--- config.mk ---
export PLATFORM = sky130hd
export DESIGN_NAME = qte_clamp
export DESIGN_NICKNAME = d
export VERILOG_FILES = /design/src/quintic_trajectory_evaluator_macros.svh /design/src/qte_pkg.sv /design/src/qte_clamp.sv
export SDC_FILE = /design/constraint.sdc
export NUM_CORES = 1
export LEC_CHECK = 0
export BUFFER_PORTS_ARGS = -buffer_cell sky130_fd_sc_hd__buf_2
export CORE_AREA = 2 2 328 330
export CTS_CLUSTER_DIAMETER = 150
export DETAILED_ROUTE_END_ITERATION = 10
export DIE_AREA = 0 0 330 332
export GPL_TIMING_DRIVEN = 1
export HOLD_SLACK_MARGIN = 0.08
export PLACE_DENSITY = 0.36
export SLEW_MARGIN = 0
export SYNTH_ARGS = -nofsm -noshare
export SYNTH_HDL_FRONTEND = slang
export SYNTH_SLANG_ARGS = --single-unit
--- constraint.sdc ---
create_clock -name clk_i -period 4.8 [get_ports clk_i]
set_input_delay 0.24 -clock clk_i [delete_from_list [all_inputs] [get_ports clk_i]]
set_output_delay 0.24 -clock clk_i [all_outputs]
set_load 0.05 [all_outputs]
--- src/quintic_trajectory_evaluator_macros.svh ---
// Assertion macros shared by the quintic trajectory evaluator RTL.
// Each expects clk_i and rst_ni in scope of the module that uses it.
`ifndef QUINTIC_TRAJECTORY_EVALUATOR_MACROS_SVH
`define QUINTIC_TRAJECTORY_EVALUATOR_MACROS_SVH

// Plain property, checked at every edge out of reset.
`define QTE_ASSERT(label, prop, msg) \
  label: assert property (@(posedge clk_i) disable iff (!rst_ni) (prop)) \
    else $error(msg);

// Same-cycle implication.
`define QTE_ASSERT_IMPL(label, ante, cons, msg) \
  label: assert property (@(posedge clk_i) disable iff (!rst_ni) (ante) |-> (cons)) \
    else $error(msg);

// Next-cycle implication.
`define QTE_ASSERT_NEXT(label, ante, cons, msg) \
  label: assert property (@(posedge clk_i) disable iff (!rst_ni) (ante) |=> (cons)) \
    else $error(msg);

`endif

--- src/qte_pkg.sv ---
// Shared types, constants and term helpers for the quintic trajectory evaluator.
// No dependencies; used by every module of the block.
package qte_pkg;

  localparam int unsigned TIME_W     = 32;  // Q16.16 time
  localparam int unsigned COEF_W     = 48;  // Q24.24 coefficients and results
  localparam int unsigned NUM_COEF   = 6;
  localparam int unsigned COEF_IDX_W = 3;
  localparam int unsigned NUM_CELLS  = 5;   // Horner steps after the leading coefficient
  localparam int unsigned NUM_LANES  = 3;   // position, velocity, acceleration
  localparam int unsigned FRAC_STEP  = 16;  // fraction bits gained per multiply by s
  localparam int unsigned LIMB_W     = 32;
  localparam int unsigned NUM_LIMBS  = 7;
  localparam int unsigned ACC_W      = NUM_LIMBS * LIMB_W;
  localparam int unsigned EXT_W      = (NUM_LIMBS + 1) * LIMB_W;
  localparam int unsigned FACTOR_W   = 5;   // derivative factors up to 20
  localparam int unsigned CFG_IDX_W  = 4;

  localparam int unsigned LANE_POS = 0;
  localparam int unsigned LANE_VEL = 1;
  localparam int unsigned LANE_ACC = 2;

  localparam logic signed [TIME_W-1:0] START_TIME_RST = TIME_W'(0);
  localparam logic signed [TIME_W-1:0] END_TIME_RST   = TIME_W'(65536);

  typedef enum logic [CFG_IDX_W-1:0] {
    CFG_COEFF_0    = 4'd0,
    CFG_COEFF_1    = 4'd1,
    CFG_COEFF_2    = 4'd2,
    CFG_COEFF_3    = 4'd3,
    CFG_COEFF_4    = 4'd4,
    CFG_COEFF_5    = 4'd5,
    CFG_START_TIME = 4'd6,
    CFG_END_TIME   = 4'd7
  } cfg_reg_e;

  typedef logic [ACC_W-1:0]         acc_t;
  typedef logic signed [COEF_W-1:0] coef_t;
  typedef coef_t [NUM_COEF-1:0]     coef_arr_t;
  typedef acc_t [NUM_LANES-1:0]     lane_acc_t;

  // Item as it moves down the cell chain: |s|, sign of s, one accumulator per lane.
  typedef struct packed {
    logic              neg;
    logic [TIME_W-1:0] mag;
    lane_acc_t         acc;
  } cell_data_t;

  // Horner addend of one lane in cell number cell_no (1..NUM_CELLS). Velocity and
  // acceleration start later in the chain so that all lanes finish together.
  function automatic acc_t cell_term(coef_arr_t c, int unsigned cell_no, int unsigned lane);
    int unsigned idx;
    int unsigned factor;
    int unsigned shift;
    acc_t        base;
    acc_t        r;
    idx    = 0;
    factor = 0;
    shift  = 0;
    r      = '0;
    case (lane)
      LANE_POS: begin
        idx    = NUM_CELLS - cell_no;
        factor = 1;
        shift  = FRAC_STEP * cell_no;
      end
      LANE_VEL: begin
        idx    = NUM_CELLS + 1 - cell_no;
        factor = idx;
        shift  = FRAC_STEP * (cell_no - 1);
      end
      default: begin
        if (cell_no >= 2) begin
          idx    = NUM_CELLS + 2 - cell_no;
          factor = idx * (idx - 1);
          shift  = FRAC_STEP * (cell_no - 2);
        end
      end
    endcase
    if (factor != 0) begin
      base = {{(ACC_W-COEF_W){c[idx[COEF_IDX_W-1:0]][COEF_W-1]}}, c[idx[COEF_IDX_W-1:0]]};
      for (int b = 0; b < FACTOR_W; b++) begin
        if (factor[b]) begin
          r = r + (base << b);
        end
      end
      r = r << shift;
    end
    return r;
  endfunction

endpackage

--- src/qte_clamp.sv ---
// Entry stage: clamps the query time and seeds the lane accumulators.
// Depends on qte_pkg.
module qte_clamp (
  input  logic                               clk_i,
  input  logic                               rst_ni,
  input  logic                               valid_i,
  output logic                               stall_o,
  input  logic signed [qte_pkg::TIME_W-1:0]  query_time_i,
  input  logic signed [qte_pkg::TIME_W-1:0]  start_time_i,
  input  logic signed [qte_pkg::TIME_W-1:0]  end_time_i,
  input  qte_pkg::coef_t                     coef5_i,
  output logic                               valid_o,
  input  logic                               stall_i,
  output qte_pkg::cell_data_t                data_o
);

  logic                              valid_q;
  qte_pkg::cell_data_t               data_q, data_d;
  logic signed [qte_pkg::TIME_W-1:0] raised;
  logic signed [qte_pkg::TIME_W-1:0] s;

  // Raise to start first, then lower to end: inverted bounds give end_time.
  always_comb begin
    raised = (query_time_i < start_time_i) ? start_time_i : query_time_i;
    s      = (raised > end_time_i) ? end_time_i : raised;
    data_d = '0;
    data_d.neg = s[qte_pkg::TIME_W-1];
    data_d.mag = s[qte_pkg::TIME_W-1] ? qte_pkg::TIME_W'(~s + 1'b1) : s;
    data_d.acc[qte_pkg::LANE_POS] =
      {{(qte_pkg::ACC_W-qte_pkg::COEF_W){coef5_i[qte_pkg::COEF_W-1]}}, coef5_i};
  end

  assign stall_o = valid_q & stall_i;

  always_ff @(posedge clk_i or negedge rst_ni) begin
    if (!rst_ni) begin
      valid_q <= 1'b0;
    end else if (!stall_o) begin
      valid_q <= valid_i;
    end
  end

  always_ff @(posedge clk_i) begin
    if (!stall_o && valid_i) begin
      data_q <= data_d;
    end
  end

  assign valid_o = valid_q;
  assign data_o  = data_q;

endmodule

# Word-level counts from Yosys, hierarchy flattened
# Cells that the tools add are included.
totals:
  regBits: 82
  inputBits: 148
  output_inout_bits: 707
  elab_cells: 15
classes:
  n_addsub: 1
  order_cmp: 2
  muxes: 3
  bitwise_logic: 2
  reduce_logical: 2
op_table:
  columns: ["op", "count"]
  rows:
  - ["two-way mux 32 bit", 2]
  - ["adder 32 x 1 -> 32 bit, second input constant", 1]
  - ["greater-than comparator 32 bit", 1]
  - ["less-than comparator 32 bit", 1]
  - ["NOT 32 bit", 1]
  - ["two-way mux 31 bit", 1]
  - ["AND 1 bit", 1]
  - ["logical AND 1 bit", 1]
  - ["zero test 1 bit", 1]

# Longest topological paths before layout
logic_depth:
  word_depth: 7
  mapped_depth: 31
  mapped_depth_nobuf: 24

# Worst setup path after synthesis
# OpenSTA, ideal clock, no wires.
synth_timing:
  kind: "input port to flip-flop"
  from: "input start_time_i[31] (netlist name)"
  to: "register data_q (netlist bit data_o[690]) (data pin)"
  setup_ns: 0.260
  t_arrival_ns: 6.300
  t_required_ns: 4.540
  slack_ns: -1.760
  cell_stages: 31
  n_path_buf: 8
  cell_sequence: "inv_1 > ha_1 > nand4_2 > nor4_2 > nand2_1 > a31oi_4 > o21a_4 > buf_6 > clkbuf_1 > clkbuf_1 > clkbuf_1 > nand2_1 > o21ai_0 > ha_1 > a21oi_1 > o21ai_0 > a221o_1 > a21oi_1 > o2111ai_1 > o21ai_0 > buf_2 > buf_2 > clkbuf_1 > buf_2 > nand2_1 > o21ai_0 > ha_1 > nand3_1 > nor3_1 > a21oi_1 > xnor2_1"
synth_lines:
  columns: ["item", "line", "source"]
  rows:
  - ["start, declared", "qte_clamp.sv:9", "input logic signed [qte_pkg::TIME_W-1:0] start_time_i,"]
  - ["end signal, assigned", "qte_clamp.sv:45", "data_q <= data_d;"]
  - ["end, declared", "qte_clamp.sv:18", "qte_pkg::cell_data_t data_q, data_d;"]

==> impl_metrics.toml <==
[status]
status = "complete, but fails checks"
violations = "design-rule violations, negative setup slack"

[place]
place_hpwl_um = 35100
place_area_mm2 = 0.0131
io_buffers = 406
place_congestion = 0.767
place_worst_setup_slack_ns = -1.11

[routing]
drtIter0Drc = 255
first_pass_iters = 8
finalWirelength_um = 40100
detail_route.wl_per_cell_um = 12.9
viasPerCell = 2.64
ant_nets = 0
vias = 8255
drc_errors = 51

[yosys]
yosysTopAreaCell = "buf_4"
synth_top_flop_cell = "edfxtp_1"
yosysSeqAreaShare_pct = 23.1
synth_common_cells = "624 x buf_4, 81 x edfxtp_1, 72 x inv_1"
syn_area_mm2 = 0.0106
synthArstFlopShare_pct = 1.22
synth_cell_types = 64
yosys_register_bits = 82
synth_top_area_share_pct = 44.1
syn_inst = 1206
synth_area_leaders = "buf_4 44%, edfxtp_1 23%, ha_1 7.6%, mux2i_1 2.7%, inv_1 2.5%"
synth_edf_count = 81
synth.most_common_cell = "buf_4"
ys.warnings.count = 0
syn_avg_cell_area_um2 = 8.82

[die]
ios = 855
die_area_mm2 = 0.110
start_util_pct = 10.0
die_h_um = 332
core-area_mm2 = 0.106
num_rows = 120
dieWidth_um = 330

[critical_path]
cp_top_family = "buffers and inverters"
path_class = "in -> reg"
cp-startpoint = "start_time_i[15]"
slowest_delay_ns = 0.33
arrival_ns = 5.01
r2r_setup_slack_ns = 3.10
critPathSlowestCell = "a311oi_4"
critPathLaunchType = "primary input"
path_common_cell = "buf_4"
cp_data_required_time_ns = 4.91
path_depth = 35
end_kind = "flop"
crit_fanout = 6
cp-endpoint = "data_o[689]"
r2r_end = "data_o[44]"
crit_buf_inv = 26
rr_startpoint = "valid_o"
rr_worst_depth = 3

[sta]
slew_viol_final = 0
setup_violations = 7
fin_crit_sh_pct = 102
fin_setup_tns_ns = -0.334
worst_slack_ns = -0.100
hold_ws_ns = 0.121
hold_violations = 0
rsz0062_at_grt = "true"
skew_ns = 0.00660
relSlewSlack_pct = 25.3
clock.fmax_ghz = 0.204
layout_min_cycle_time_ns = 4.90
worst_slew_pin_slew_ns = 1.12

[clock_network]
cts_root_buf = "clkbuf_16"
clkTransAtPathRegs_ns = 0.07
cts_buffer_depth = 2
cts_sinks = 82
htreeDepth = 3
cts_tree = "yes"
numCtsBuffers = 9
worstSkewPairLatency_ns = 0.36

[cells_and_area]
syn_to_final_growth_pct = 43.5
layout-drive-gt1-share_pct = 48.6
register_area_mm2 = 0.00246
fin_area_mm2 = 0.0153
fillers = 12100
multi_input_area_mm2 = 0.00589
num-nets-final = 1928
diodes = 0

[power]
ir_worst_vdd_mv = 0.184
p_leak_uw = 0.00723
pwr_density_cell_mw_per_mm2 = 310

[global_routing]
grt.overflow.total = 0
grt_util_all_layers_pct = 6.60
grt_pass1_wl_um = 50200
grt_max_degree = 178
grt_antenna_before_repair = 45
grt_pass1_vias = 6855

[run]
max-cap-violations = 0

[hold_path]
hp-class = "in -> reg"
[where the power goes]
group          switching (µW)  internal [µW]  total, µW
Sequential               24.3            912        936
Clock                     347            366        712
Combinational            2150            936       3090
Total                    2520           2210       4740
[sequential cells by signal (all words and copies together), names as in the netlist]
signal / flops
data_o: 81
valid_o: 1
[layout by cell type (no fill, tap or decap), types with 20 or more instances in the layout]
cell type	netlist	layout
ha_1	65	36
a21oi_1	38	21
buf_2	5	390
nor2_1	29	21
conb_1	1	448
buf_6	1	21
mux2i_1	29	20
xnor2_1	24	22
nand2_1	44	33
dlygate4sd3_1	0	49
edfxtp_1	81	81
inv_1	72	54
buf_4	624	213
ha_4	0	26
[worst register-to-register path: cells and delay by family (launching register included)]
| kind | cells | cell delay, ns |
|---|---|---|
| DFF | 1 | 0.37 |
| buffers and inverters | 1 | 0.52 |
| and+or+nand+nor | 2 | 0.39 |
[metrics by stage]
stage               cells  power [µW]  utilization, %
detailed placement   3002        3680            12.3
global route         3123        4990            14.4
floorplan            1653        3360               -
global placement     3002        3680            12.3
CTS                  3104        4610            13.7
finish               3123        4740            14.4
[cell type report]
type                       instances  share of cell area (%)
sequential                        82                    16.1
inverter                          74                    2.05
multi-input combinational        860                    38.6
timing repair buffer             688                    29.8
tap                             1403                    11.5
clock inverter                     7                   0.459
clock buffer                       9                    1.48
[routing by layer]
layer | up-vias | track usage (%) | share of wire, %
met5 | - | 0 | 0.055
met4 | 4 | 1.69 | 3.3
met3 | 108 | 1.28 | 7.4
li1 | 3961 | - | -
met2 | 546 | 14.4 | 58
met1 | 3636 | 5.91 | 31
[worst min path at each step]
stage | from | to | slack (ns) | cells after the start
after floorplan | rst_ni | valid_o | -0.06 | 0
after global placement | rst_ni | valid_o | 0.01 | 1
after detailed placement | rst_ni | valid_o | 0.02 | 1
after CTS | coef5_i[6] | data_o[6] | 0.09 | 1
after global routing | coef5_i[6] | data_o[6] | 0.09 | 1
final | coef5_i[6] | data_o[6] | 0.12 | 1
[timing repair]
action | in CTS | in global routing
endpoints found under the hold margin | 49 | 0
buffers inserted | 35 | 20
cloned | 3 | 1
pin swaps | 44 | 47
gates resized for setup | 94 | 120
setup endpoints to repair | 32 | 31
hold buffers | 49 | 0
[kinds of logic (layout without fill, tap and decap cells)]
kind of cell	count (synthesis)	in the layout	synth area share [%]
multiplexers	44	44	4.49
adder cells (fa/ha/maj)	65	65	7.65
AND/OR/NAND/NOR	139	139	6.69
XOR/XNOR	29	29	2.39
AO/OA/AOI/OAI	133	135	8.30
other	1	448	0.0353
buffers and inverters	713	778	47.3
flip-flops	82	82	23.1
(Power assumes the default switching activity.)
