File: src/quintic_trajectory_evaluator_macros.svh
// Assertion macros shared by the quintic trajectory evaluator RTL.
// Each expects clk_i and rst_ni in scope of the module that uses it.
`ifndef QUINTIC_TRAJECTORY_EVALUATOR_MACROS_SVH
`define QUINTIC_TRAJECTORY_EVALUATOR_MACROS_SVH

// Plain property, checked at every edge out of reset.
`define QTE_ASSERT(label, prop, msg) \
  label: assert property (@(posedge clk_i) disable iff (!rst_ni) (prop)) \
    else $error(msg);

// Same-cycle implication.
`define QTE_ASSERT_IMPL(label, ante, cons, msg) \
  label: assert property (@(posedge clk_i) disable iff (!rst_ni) (ante) |-> (cons)) \
    else $error(msg);

// Next-cycle implication.
`define QTE_ASSERT_NEXT(label, ante, cons, msg) \
  label: assert property (@(posedge clk_i) disable iff (!rst_ni) (ante) |=> (cons)) \
    else $error(msg);

`endif

File: src/qte_pkg.sv
// Shared types, constants and term helpers for the quintic trajectory evaluator.
// No dependencies; used by every module of the block.
package qte_pkg;

  localparam int unsigned TIME_W     = 32;  // Q16.16 time
  localparam int unsigned COEF_W     = 48;  // Q24.24 coefficients and results
  localparam int unsigned NUM_COEF   = 6;
  localparam int unsigned COEF_IDX_W = 3;
  localparam int unsigned NUM_CELLS  = 5;   // Horner steps after the leading coefficient
  localparam int unsigned NUM_LANES  = 3;   // position, velocity, acceleration
  localparam int unsigned FRAC_STEP  = 16;  // fraction bits gained per multiply by s
  localparam int unsigned LIMB_W     = 32;
  localparam int unsigned NUM_LIMBS  = 7;
  localparam int unsigned ACC_W      = NUM_LIMBS * LIMB_W;
  localparam int unsigned EXT_W      = (NUM_LIMBS + 1) * LIMB_W;
  localparam int unsigned FACTOR_W   = 5;   // derivative factors up to 20
  localparam int unsigned CFG_IDX_W  = 4;

  localparam int unsigned LANE_POS = 0;
  localparam int unsigned LANE_VEL = 1;
  localparam int unsigned LANE_ACC = 2;

  localparam logic signed [TIME_W-1:0] START_TIME_RST = TIME_W'(0);
  localparam logic signed [TIME_W-1:0] END_TIME_RST   = TIME_W'(65536);

  typedef enum logic [CFG_IDX_W-1:0] {
    CFG_COEFF_0    = 4'd0,
    CFG_COEFF_1    = 4'd1,
    CFG_COEFF_2    = 4'd2,
    CFG_COEFF_3    = 4'd3,
    CFG_COEFF_4    = 4'd4,
    CFG_COEFF_5    = 4'd5,
    CFG_START_TIME = 4'd6,
    CFG_END_TIME   = 4'd7
  } cfg_reg_e;

  typedef logic [ACC_W-1:0]         acc_t;
  typedef logic signed [COEF_W-1:0] coef_t;
  typedef coef_t [NUM_COEF-1:0]     coef_arr_t;
  typedef acc_t [NUM_LANES-1:0]     lane_acc_t;

  // Item as it moves down the cell chain: |s|, sign of s, one accumulator per lane.
  typedef struct packed {
    logic              neg;
    logic [TIME_W-1:0] mag;
    lane_acc_t         acc;
  } cell_data_t;

  // Horner addend of one lane in cell number cell_no (1..NUM_CELLS). Velocity and
  // acceleration start later in the chain so that all lanes finish together.
  function automatic acc_t cell_term(coef_arr_t c, int unsigned cell_no, int unsigned lane);
    int unsigned idx;
    int unsigned factor;
    int unsigned shift;
    acc_t        base;
    acc_t        r;
    idx    = 0;
    factor = 0;
    shift  = 0;
    r      = '0;
    case (lane)
      LANE_POS: begin
        idx    = NUM_CELLS - cell_no;
        factor = 1;
        shift  = FRAC_STEP * cell_no;
      end
      LANE_VEL: begin
        idx    = NUM_CELLS + 1 - cell_no;
        factor = idx;
        shift  = FRAC_STEP * (cell_no - 1);
      end
      default: begin
        if (cell_no >= 2) begin
          idx    = NUM_CELLS + 2 - cell_no;
          factor = idx * (idx - 1);
          shift  = FRAC_STEP * (cell_no - 2);
        end
      end
    endcase
    if (factor != 0) begin
      base = {{(ACC_W-COEF_W){c[idx[COEF_IDX_W-1:0]][COEF_W-1]}}, c[idx[COEF_IDX_W-1:0]]};
      for (int b = 0; b < FACTOR_W; b++) begin
        if (factor[b]) begin
          r = r + (base << b);
        end
      end
      r = r << shift;
    end
    return r;
  endfunction

endpackage

File: src/qte_round.sv
// Exit stage: rounds each lane to Q24.24 (ties up), saturates to 48 bits and
// holds the result request. Depends on qte_pkg.
module qte_round (
  input  logic                               clk_i,
  input  logic                               rst_ni,
  input  logic                               valid_i,
  output logic                               stall_o,
  input  qte_pkg::cell_data_t                data_i,
  output logic                               valid_o,
  input  logic                               stall_i,
  output logic signed [qte_pkg::COEF_W-1:0]  position_o,
  output logic signed [qte_pkg::COEF_W-1:0]  velocity_o,
  output logic signed [qte_pkg::COEF_W-1:0]  acceleration_o
);

  localparam int unsigned CW = qte_pkg::COEF_W;

  logic [CW-1:0] res_d [qte_pkg::NUM_LANES];
  logic [CW-1:0] res_q [qte_pkg::NUM_LANES];
  logic          valid_q;

  for (genvar l = 0; l < qte_pkg::NUM_LANES; l++) begin : g_lane
    // Lane l carries (NUM_CELLS - l) * 16 extra fraction bits.
    localparam int unsigned SH = qte_pkg::FRAC_STEP * (qte_pkg::NUM_CELLS - l);
    localparam int unsigned HW = qte_pkg::ACC_W - SH;

    qte_pkg::acc_t   biased;
    logic [HW-1:0]   hi;
    logic            fits;

    assign biased = data_i.acc[l] + (qte_pkg::ACC_W'(1) << (SH - 1));
    assign hi     = biased[qte_pkg::ACC_W-1:SH];
    assign fits   = (&hi[HW-1:CW-1]) | ~(|hi[HW-1:CW-1]);
    assign res_d[l] = fits ? hi[CW-1:0]
                    : (hi[HW-1] ? {1'b1, {(CW-1){1'b0}}} : {1'b0, {(CW-1){1'b1}}});
  end

  assign stall_o = valid_q & stall_i;

  always_ff @(posedge clk_i or negedge rst_ni) begin
    if (!rst_ni) begin
      valid_q <= 1'b0;
    end else if (!stall_o) begin
      valid_q <= valid_i;
    end
  end

  always_ff @(posedge clk_i) begin
    if (!stall_o && valid_i) begin
      res_q <= res_d;
    end
  end

  assign valid_o        = valid_q;
  assign position_o     = res_q[qte_pkg::LANE_POS];
  assign velocity_o     = res_q[qte_pkg::LANE_VEL];
  assign acceleration_o = res_q[qte_pkg::LANE_ACC];

endmodule

File: config.mk
export PLATFORM = sky130hd
export DESIGN_NAME = qte_round
export DESIGN_NICKNAME = d
export VERILOG_FILES = /design/src/quintic_trajectory_evaluator_macros.svh /design/src/qte_pkg.sv /design/src/qte_round.sv
export SDC_FILE = /design/constraint.sdc
export NUM_CORES = 1
export LEC_CHECK = 0
export BUFFER_PORTS_ARGS = -buffer_cell sky130_fd_sc_hd__buf_2
export CAP_MARGIN = 20
export CELL_PAD_IN_SITES_DETAIL_PLACEMENT = 1
export CELL_PAD_IN_SITES_GLOBAL_PLACEMENT = 1
export CORE_AREA = 2 2 335 337
export CTS_CLUSTER_SIZE = 24
export DETAILED_ROUTE_END_ITERATION = 8
export DIE_AREA = 0 0 337 339
export PLACE_DENSITY = 0.54
export SETUP_SLACK_MARGIN = 0.2
export SYNTH_ARGS = -nofsm -noshare
export SYNTH_HDL_FRONTEND = slang
export SYNTH_SLANG_ARGS = --single-unit
File: constraint.sdc
create_clock -name clk_i -period 9 [get_ports clk_i]
set_input_delay 0.45 -clock clk_i [delete_from_list [all_inputs] [get_ports clk_i]]
set_output_delay 0.45 -clock clk_i [all_outputs]
set_load 0.02 [all_outputs]
== Word level (Yosys, flattened, before mapping) ==
Cells that the tools add are included.

* Word-level logic and storage cells: 28
* Bits in registers: 145
* Bits of input ports: 709

* Bitwise logic cells: 7
* Add/subtract/negate cells: 3
* Mux-type cells: 6
* Reduce and logical (&&, ||, !) cells: 8

{| class="wikitable"
|+ Operators by type and width
! cell !! count
|-
| $mux W48 || 6
|-
| $add A224 B48 Y224 const B || 1
|-
| $add A224 B64 Y224 const B || 1
|-
| $add A224 B80 Y224 const B || 1
|-
| $reduce_and A129 Y1 || 1
|-
| $reduce_or A129 Y1 || 1
|-
| $reduce_and A113 Y1 || 1
|-
| $reduce_or A113 Y1 || 1
|-
| $reduce_and A97 Y1 || 1
|-
| $reduce_or A97 Y1 || 1
|-
| $not A1 Y1 || 3
|-
| $or A1 B1 Y1 || 3
|-
| $and A1 B1 Y1 || 1
|-
| $logic_and A1 B1 Y1 || 1
|-
| $logic_not A1 Y1 || 1
|}

== Depth between registers and ports, before layout ==
Gate-level depths: netlist (run 1).

* Depth in word-level cells: 5
* Mapped depth: 16
* Depth with buffers taken out: 12

== Least setup slack after synthesis (run 1) ==
No wires, ideal clock.

* Path kind: flip-flop to flip-flop
* Start: register valid_q (netlist: valid_o)
* End: register res_q (netlist bit acceleration_o[0]) (enable)
* Period minus slack after synthesis: 7698 ps
* Stages on the path, launching flop included: 3
* Data required time: 8337 ps
* Arrival: 7035 ps
* Slack: 1302 ps
* Library setup time: 663 ps
* Path through: dfrtp_1 -> and2_1 -> nor2b_1

* Cells in the longest elaborated chain, start to end: 3

{| class="wikitable"
|+ Ends and longest elaborated chain
! what !! RTL line !! RTL
|-
| start: declaration || qte_round.sv:20 || <nowiki>logic valid_q;</nowiki>
|-
| start signal: assignment || qte_round.sv:44 || <nowiki>valid_q <= valid_i;</nowiki>
|-
| $and A1 B1 Y1 || qte_round.sv:38 || <nowiki>assign stall_o = valid_q & stall_i;</nowiki>
|-
| named net stall_o || qte_round.sv:7 || <nowiki>output logic stall_o,</nowiki>
|-
| $logic_not A1 Y1 || qte_round.sv:49 || <nowiki>if (!stall_o && valid_i) begin</nowiki>
|-
| $logic_and A1 B1 Y1 || qte_round.sv:49 ||
|-
| end signal: assignment || qte_round.sv:50 || <nowiki>res_q <= res_d;</nowiki>
|-
| end: declaration || qte_round.sv:19 || <nowiki>logic [CW-1:0] res_q [qte_pkg::NUM_LANES];</nowiki>
|}

The timed path passes the listed nets, and every way through them passes these cells.
A chain may end at the register's enable or synchronous reset.

==> results.md, run 1 <==
* Actual slew at the worst max-slew pin at 1.26 ns
* Yosys reg bits at 145
* Most frequent cells in the layout: 634 x buf_2, 387 x nand4_1, 308 x nand2_1, 293 x nor4_1, 282 x nand3_1
* Post-Syn Area per Cell at 7.30 um^2
* Ratio of final minimum period to clock period at 0.720
* Cell Area, Synth at 0.0233 mm^2
* Post-synth top area share at 0.186
* Crit-path cells: buf_2 -> nand4_1 -> nor4_1 -> nand4_1 -> or2_1 -> nor4_1 -> xnor2_1 -> o311ai_0 -> or4_1 -> or4_1 -> o21ai_4 -> buf_4 -> mux2i_1
* Largest net degree at the start of global routing at 125
* FMAX at 154 MHz
* Largest stage delay, worst path at 1.13 ns
* Setup tns final at 0 ns
* FP Rows at 122
* Drt wl/cell at 30.9 um
* Critical path startpoint category: input port
* Global-route usage over all layers at 0.275
* Async S/R FF share, synth at 0.00690
* Hpwl dp at 138000 um
* Num ports at 855
* Full die area at 0.114 mm^2
* CP Launch Point: data_i[546]
* Setup bufs post-CTS at 0
* Global-route wire length before repair at 230000 um
* RSZ-0062 raised after global routing: false
* Drt first pass iters at 5
* Number of synthesis warnings at 0
* Clk root buf: clkbuf_16
* Grt ovf at 0
* Fin. Hold Viols at 0
* Clock skew at 0.0137 ns
* Total number of vias at 31.3k
* 1st-iter DRT viols at 3085
* Reg-to-Reg End: velocity_o[14]$_DFFE_PP_
* TritonCTS clock tree: yes
* Buffers & Inverters on Critical Path at 2
* Tmin final at 6.48 ns
* Post-synth EDFFs at 144
* I/O Buffers at 632
* Worst Hold Class: input port to register
* Register area share after synthesis at 0.187
* FF-to-FF path depth at 3
* Max clock buf depth at 2
* Die width at 337 um
* Last element of the critical path: acceleration_o[17]$_DFFE_PP_
* Antenna violations before repair at 38
* Vias per cell at 5.90
* Max cap viols at 0
* Data arrival, critical path at 6.65 ns
* Critical path peak fanout at 47
* Worst reg2reg startpoint: valid_o$_DFFE_PN0N_
* Crit path max-delay cell type: nor4_1
* Maximum VDD drop at 0.0959 mV
* DRC violations left at 0
* Most common cell after layout, fill and taps aside: buf_2
* Endpoints failing setup at 0
* Synth Instances at 3187
* Die boundary height at 339 um
* Crit path depth at 13
* Main area contributors after synthesis: edfxtp_1 19%, nand4_1 10%, xnor2_1 9.6%, nor4_1 8.0%, mux2i_1 6.6%
* Status: complete, no violations
* DP Worst Slack at 2.28 ns
* Antenna Violating Nets Remaining at 0
* Routability congestion estimate at 1.02
* Worst-path clk slew at 0.07 ns
* Final #Nets at 4492
* Most area-hungry cell type in the Yosys netlist: edfxtp_1
* Slew margin rel. at 0.150
* Power per Cell Area at 82.7 mW/mm^2
* Worst reg2reg setup slack at 6.47 ns
* Pleak at 8.43 nW
* Syn nets at 3899
* Final Slew Violations at 0
* H-tree levels at 4
* Layout cells sized above 1 at 0.208
* WP data required at 9.17 ns
* Area grow syn2layout at 24.6%
* CP endpoint kind: register
* Final setup margin at 2.52 ns
* Initial core utilization at 0.211
* Clk Latency, worst-skew pair at 0.47 ns
* Clock buffer count from CTS at 17
* Clock sink total at 145
* Vias in the first global route at 31.0k
* Prevailing post-synth register cell: edfxtp_1
* Crit path max-delay family: simple AND/OR/NAND/NOR gates
* Setup CP Type: input port to register
* Core Region at 0.110 mm^2
* Detailed Route WL at 164000 um
* Yosys cell types at 81
==> flip-flops by register name (all words and copies together) (netlist names) <==
| name | cells |
|---|---|
| acceleration_o | 48 |
| position_o | 48 |
| velocity_o | 48 |
| valid_o | 1 |
==> layout make-up <==
type	instances	area, um^2
multi-input cells	2848	18200
repair buffers	693	3620
flip-flops and latches	145	4350
fillers	13700	81400
inverters	75	282
clock buffers	18	429
well taps	1488	1860
clock inverters	14	184
diodes	21	52.6
==> worst min path at each step <==
stage                       start             endpoint  slack (ns)  depth (start not counted)
after global routing      valid_i  valid_o$_DFFE_PN0N_        0.20                          2
after CTS                 valid_i  valid_o$_DFFE_PN0N_        0.18                          2
after global placement     rst_ni  valid_o$_DFFE_PN0N_        0.23                          1
after detailed placement   rst_ni  valid_o$_DFFE_PN0N_        0.23                          1
after floorplan            rst_ni  valid_o$_DFFE_PN0N_        0.15                          0
final                     valid_i  valid_o$_DFFE_PN0N_        0.21                          2
==> power by group <==
group / switching [W] / internal [W] / total (W)
registers: 0.0000128 / 0.000788 / 0.000801
clock network: 0.000372 / 0.000425 / 0.000797
logic: 0.000566 / 0.000234 / 0.000800
total: 0.000951 / 0.00145 / 0.00240
==> kinds of logic (layout without fill, tap and decap cells) <==
logic type      Yosys count  after routing  synth area share
fa+ha+maj                 3              3           0.00161
compound gates          203            203            0.0618
flops                   145            145             0.187
simple gates           2093           2093             0.499
buf+inv                 194            800            0.0357
other cells               0             21                 0
mux                     158            158            0.0682
xor+xnor                391            391             0.147
==> layer usage <==
layer | vias to the layer above | global-route usage | routed length, um
li1 | 13700 | - | -
met1 | 15500 | 0.364 | 69800
met2 | 1700 | 0.438 | 73500
met3 | 312 | 0.0553 | 13900
met4 | 18 | 0.0965 | 6280
met5 | - | 0 | 116
==> synthesized netlist by cell type, types with 24 or more instances <==
master / count
and4_1: 32
nor4_1: 297
mux2i_1: 153
nand2_1: 308
xor2_1: 135
nor2_1: 238
nand4_1: 387
or4_1: 50
nand4b_1: 24
a21oi_1: 28
clkbuf_1: 92
nand3_1: 282
inv_1: 75
or3_1: 50
o21ai_0: 40
nor3_1: 202
edfxtp_1: 144
xnor2_1: 256
and3_1: 79
==> stage by stage <==
step | utilization | hold slack [ns] | power (W) | instance area, um^2 | std cells
floorplan | - | 0.154 | 0.00115 | 23300 | 3187
global placement | 0.257 | 0.226 | 0.00159 | 28300 | 5243
detailed placement | 0.257 | 0.225 | 0.00159 | 28300 | 5243
CTS | 0.262 | 0.176 | 0.00241 | 28900 | 5276
global route | 0.263 | 0.200 | 0.00249 | 29000 | 5298
finish | 0.263 | 0.214 | 0.00240 | 29000 | 5302
==> timing repair <==
action                                  4_1_cts  5_1_grt
gates resized for setup                       0        0
hold endpoints to repair                      1        0
endpoints found under the setup margin        0        0
hold buffers                                  1        0
Note: power is estimated with default switching activity, not from simulation.
==> inputs of run 2 (changes only) <==
--- a/config.mk
+++ b/config.mk
@@ -9,11 +9,11 @@
 export CAP_MARGIN = 20
 export CELL_PAD_IN_SITES_DETAIL_PLACEMENT = 1
 export CELL_PAD_IN_SITES_GLOBAL_PLACEMENT = 1
-export CORE_AREA = 2 2 335 337
+export CORE_AREA = 2 2 330 332
 export CTS_CLUSTER_SIZE = 24
 export DETAILED_ROUTE_END_ITERATION = 8
-export DIE_AREA = 0 0 337 339
-export PLACE_DENSITY = 0.54
+export DIE_AREA = 0 0 332 334
+export PLACE_DENSITY = 0.58
 export SETUP_SLACK_MARGIN = 0.2
 export SYNTH_ARGS = -nofsm -noshare
 export SYNTH_HDL_FRONTEND = slang
==> constraint.sdc (replaced) <==
create_clock -name clk_i -period 5.8 [get_ports clk_i]
set_input_delay 0.29 -clock clk_i [delete_from_list [all_inputs] [get_ports clk_i]]
set_output_delay 0.29 -clock clk_i [all_outputs]
set_load 0.02 [all_outputs]
==> results.md, run 2 (synthesis gave the netlist of run 1 again) <==
* 1st-iter DRT viols at 3534
* RSZ-0062 raised after global routing: false
* TritonCTS clock tree: yes
* Worst reg2reg startpoint: valid_o$_DFFE_PN0N_
* Most frequent cells in the layout: 632 x buf_2, 387 x nand4_1, 308 x nand2_1, 294 x nor4_1, 282 x nand3_1
* Drt wl/cell at 31.6 um
* Fillcell total at 13.4k
* Core Region at 0.108 mm^2
* Final #Nets at 4613
* Critical path peak fanout at 25
* Tmin final at 5.04 ns
* Antenna Violating Nets Remaining at 0
* Clock skew at 0.0422 ns
* Ratio of final minimum period to clock period at 0.868
* Vias in the first global route at 31.2k
* Critical path startpoint category: input port
* Final Slew Violations at 0
* Hpwl dp at 144000 um
* Setup tns final at 0 ns
* FF-to-FF path depth at 3
* Global-route wire length before repair at 236000 um
* Pleak at 9.03 nW
* WP data required at 6.12 ns
* Clk root buf: clkbuf_16
* Final non-filler cell total at 5341
* Crit path max-delay cell type: nor4_2
* Drt first pass iters at 6
* I/O Buffers at 632
* Fin. Hold Viols at 0
* Total number of vias at 32.1k
* Clk Latency, worst-skew pair at 0.52 ns
* Grt ovf at 0
* Vias per cell at 6.01
* CP Launch Point: data_i[311]
* Reg-to-Reg End: acceleration_o[12]$_DFFE_PP_
* Endpoints failing setup at 0
* Largest stage delay, worst path at 0.88 ns
* Antenna violations before repair at 29
* Maximum VDD drop at 0.218 mV
* Final Util at 0.277
* Initial core utilization at 0.216
* Clock buffer count from CTS at 17
* Power per Cell Area at 124 mW/mm^2
* DRC violations left at 0
* Status: complete, no violations
* Full die area at 0.111 mm^2
* Layout cells sized above 1 at 0.232
* Worst reg2reg setup slack at 3.97 ns
* Clock sink total at 145
* Crit-path cells: buf_2 -> nand4_1 -> buf_4 -> nor4_2 -> nand4_1 -> buf_4 -> or3_1 -> or2_0 -> o31a_1 -> or4_1 -> nor4b_2 -> nand4_1 -> o41ai_4 -> buf_12 -> buf_4 -> mux2i_1
* DP Cell Count at 5294
* Area grow syn2layout at 28.1%
* Routability congestion estimate at 1.01
* Setup CP Type: input port to register
* Post-route cell area at 0.0298 mm^2
* Most common cell after layout, fill and taps aside: buf_2
* Worst Hold Class: input port to async pin
* Die boundary height at 334 um
* Data arrival, critical path at 5.36 ns
* Placed standard-cell area at 0.0292 mm^2
* Global-route usage over all layers at 0.291
* FP Rows at 121
* Die width at 332 um
* Actual slew at the worst max-slew pin at 1.02 ns
* Worst-path clk slew at 0.07 ns
* CP endpoint kind: register
* Max clock buf depth at 2
* Detailed Route WL at 169000 um
* FMAX at 199 MHz
* Num ports at 855
* Slew margin rel. at 0.314
* Largest net degree at the start of global routing at 145
* H-tree levels at 4
* Max cap viols at 0
* Fin Hold WS at 0.101 ns
## run 2: power breakdown
part | internal, W | switching (W)
combinational | 0.000371 | 0.000893
sequential | 0.00122 | 0.0000227
clock | 0.000603 | 0.000588
total | 0.00220 | 0.00150
## run 2: worst max path at each step
stage,to,cells past startpoint
global route,velocity_o[29]$_DFFE_PP_,16
detailed placement,velocity_o[44]$_DFFE_PP_,16
floorplan,acceleration_o[0]$_DFFE_PP_,2
finish,velocity_o[44]$_DFFE_PP_,16
global placement,velocity_o[0]$_DFFE_PP_,16
CTS,velocity_o[44]$_DFFE_PP_,16
## run 2: through the flow
stage	power [W]	setup slack (ns)
after CTS	0.00371	0.915
after global placement	0.00250	0.452
after detailed placement	0.00250	0.412
after global routing	0.00382	0.649
after floorplan	0.00178	0.866
final	0.00370	0.764
## run 2: cell type report
type / count / area, um^2 / share of cell area
multi-input cells: 2848 / 18200 / 0.611
repair buffers: 814 / 4610 / 0.155
flip-flops and latches: 145 / 4350 / 0.146
well taps: 1414 / 1770 / 0.0593
clock buffers: 17 / 425 / 0.0143
inverters: 75 / 282 / 0.00944
clock inverters: 15 / 145 / 0.00487
diodes: 13 / 32.5 / 0.00109
## run 2: critical path: cells and delay by family
family                 cells  cell delay (ns)
muxes                      1             0.24
buffers and inverters      5             1.13
and+or+nand+nor            8             2.97
AOI/OAI and AO/OA          2             0.66
## run 2: timing repair
item / CTS / global route
hold endpoints to repair: 2 / 0
resized for setup: 0 / 0
buffers inserted: 0 / 0
hold buffers: 2 / 0
## run 2: routing by layer
metal | vias up | global-route usage | routed length [um]
met3 | 339 | 0.0589 | 15300
met4 | 22 | 0.108 | 6520
met2 | 1779 | 0.471 | 76800
met5 | - | 0 | 147
met1 | 16000 | 0.381 | 70100
li1 | 13900 | - | -
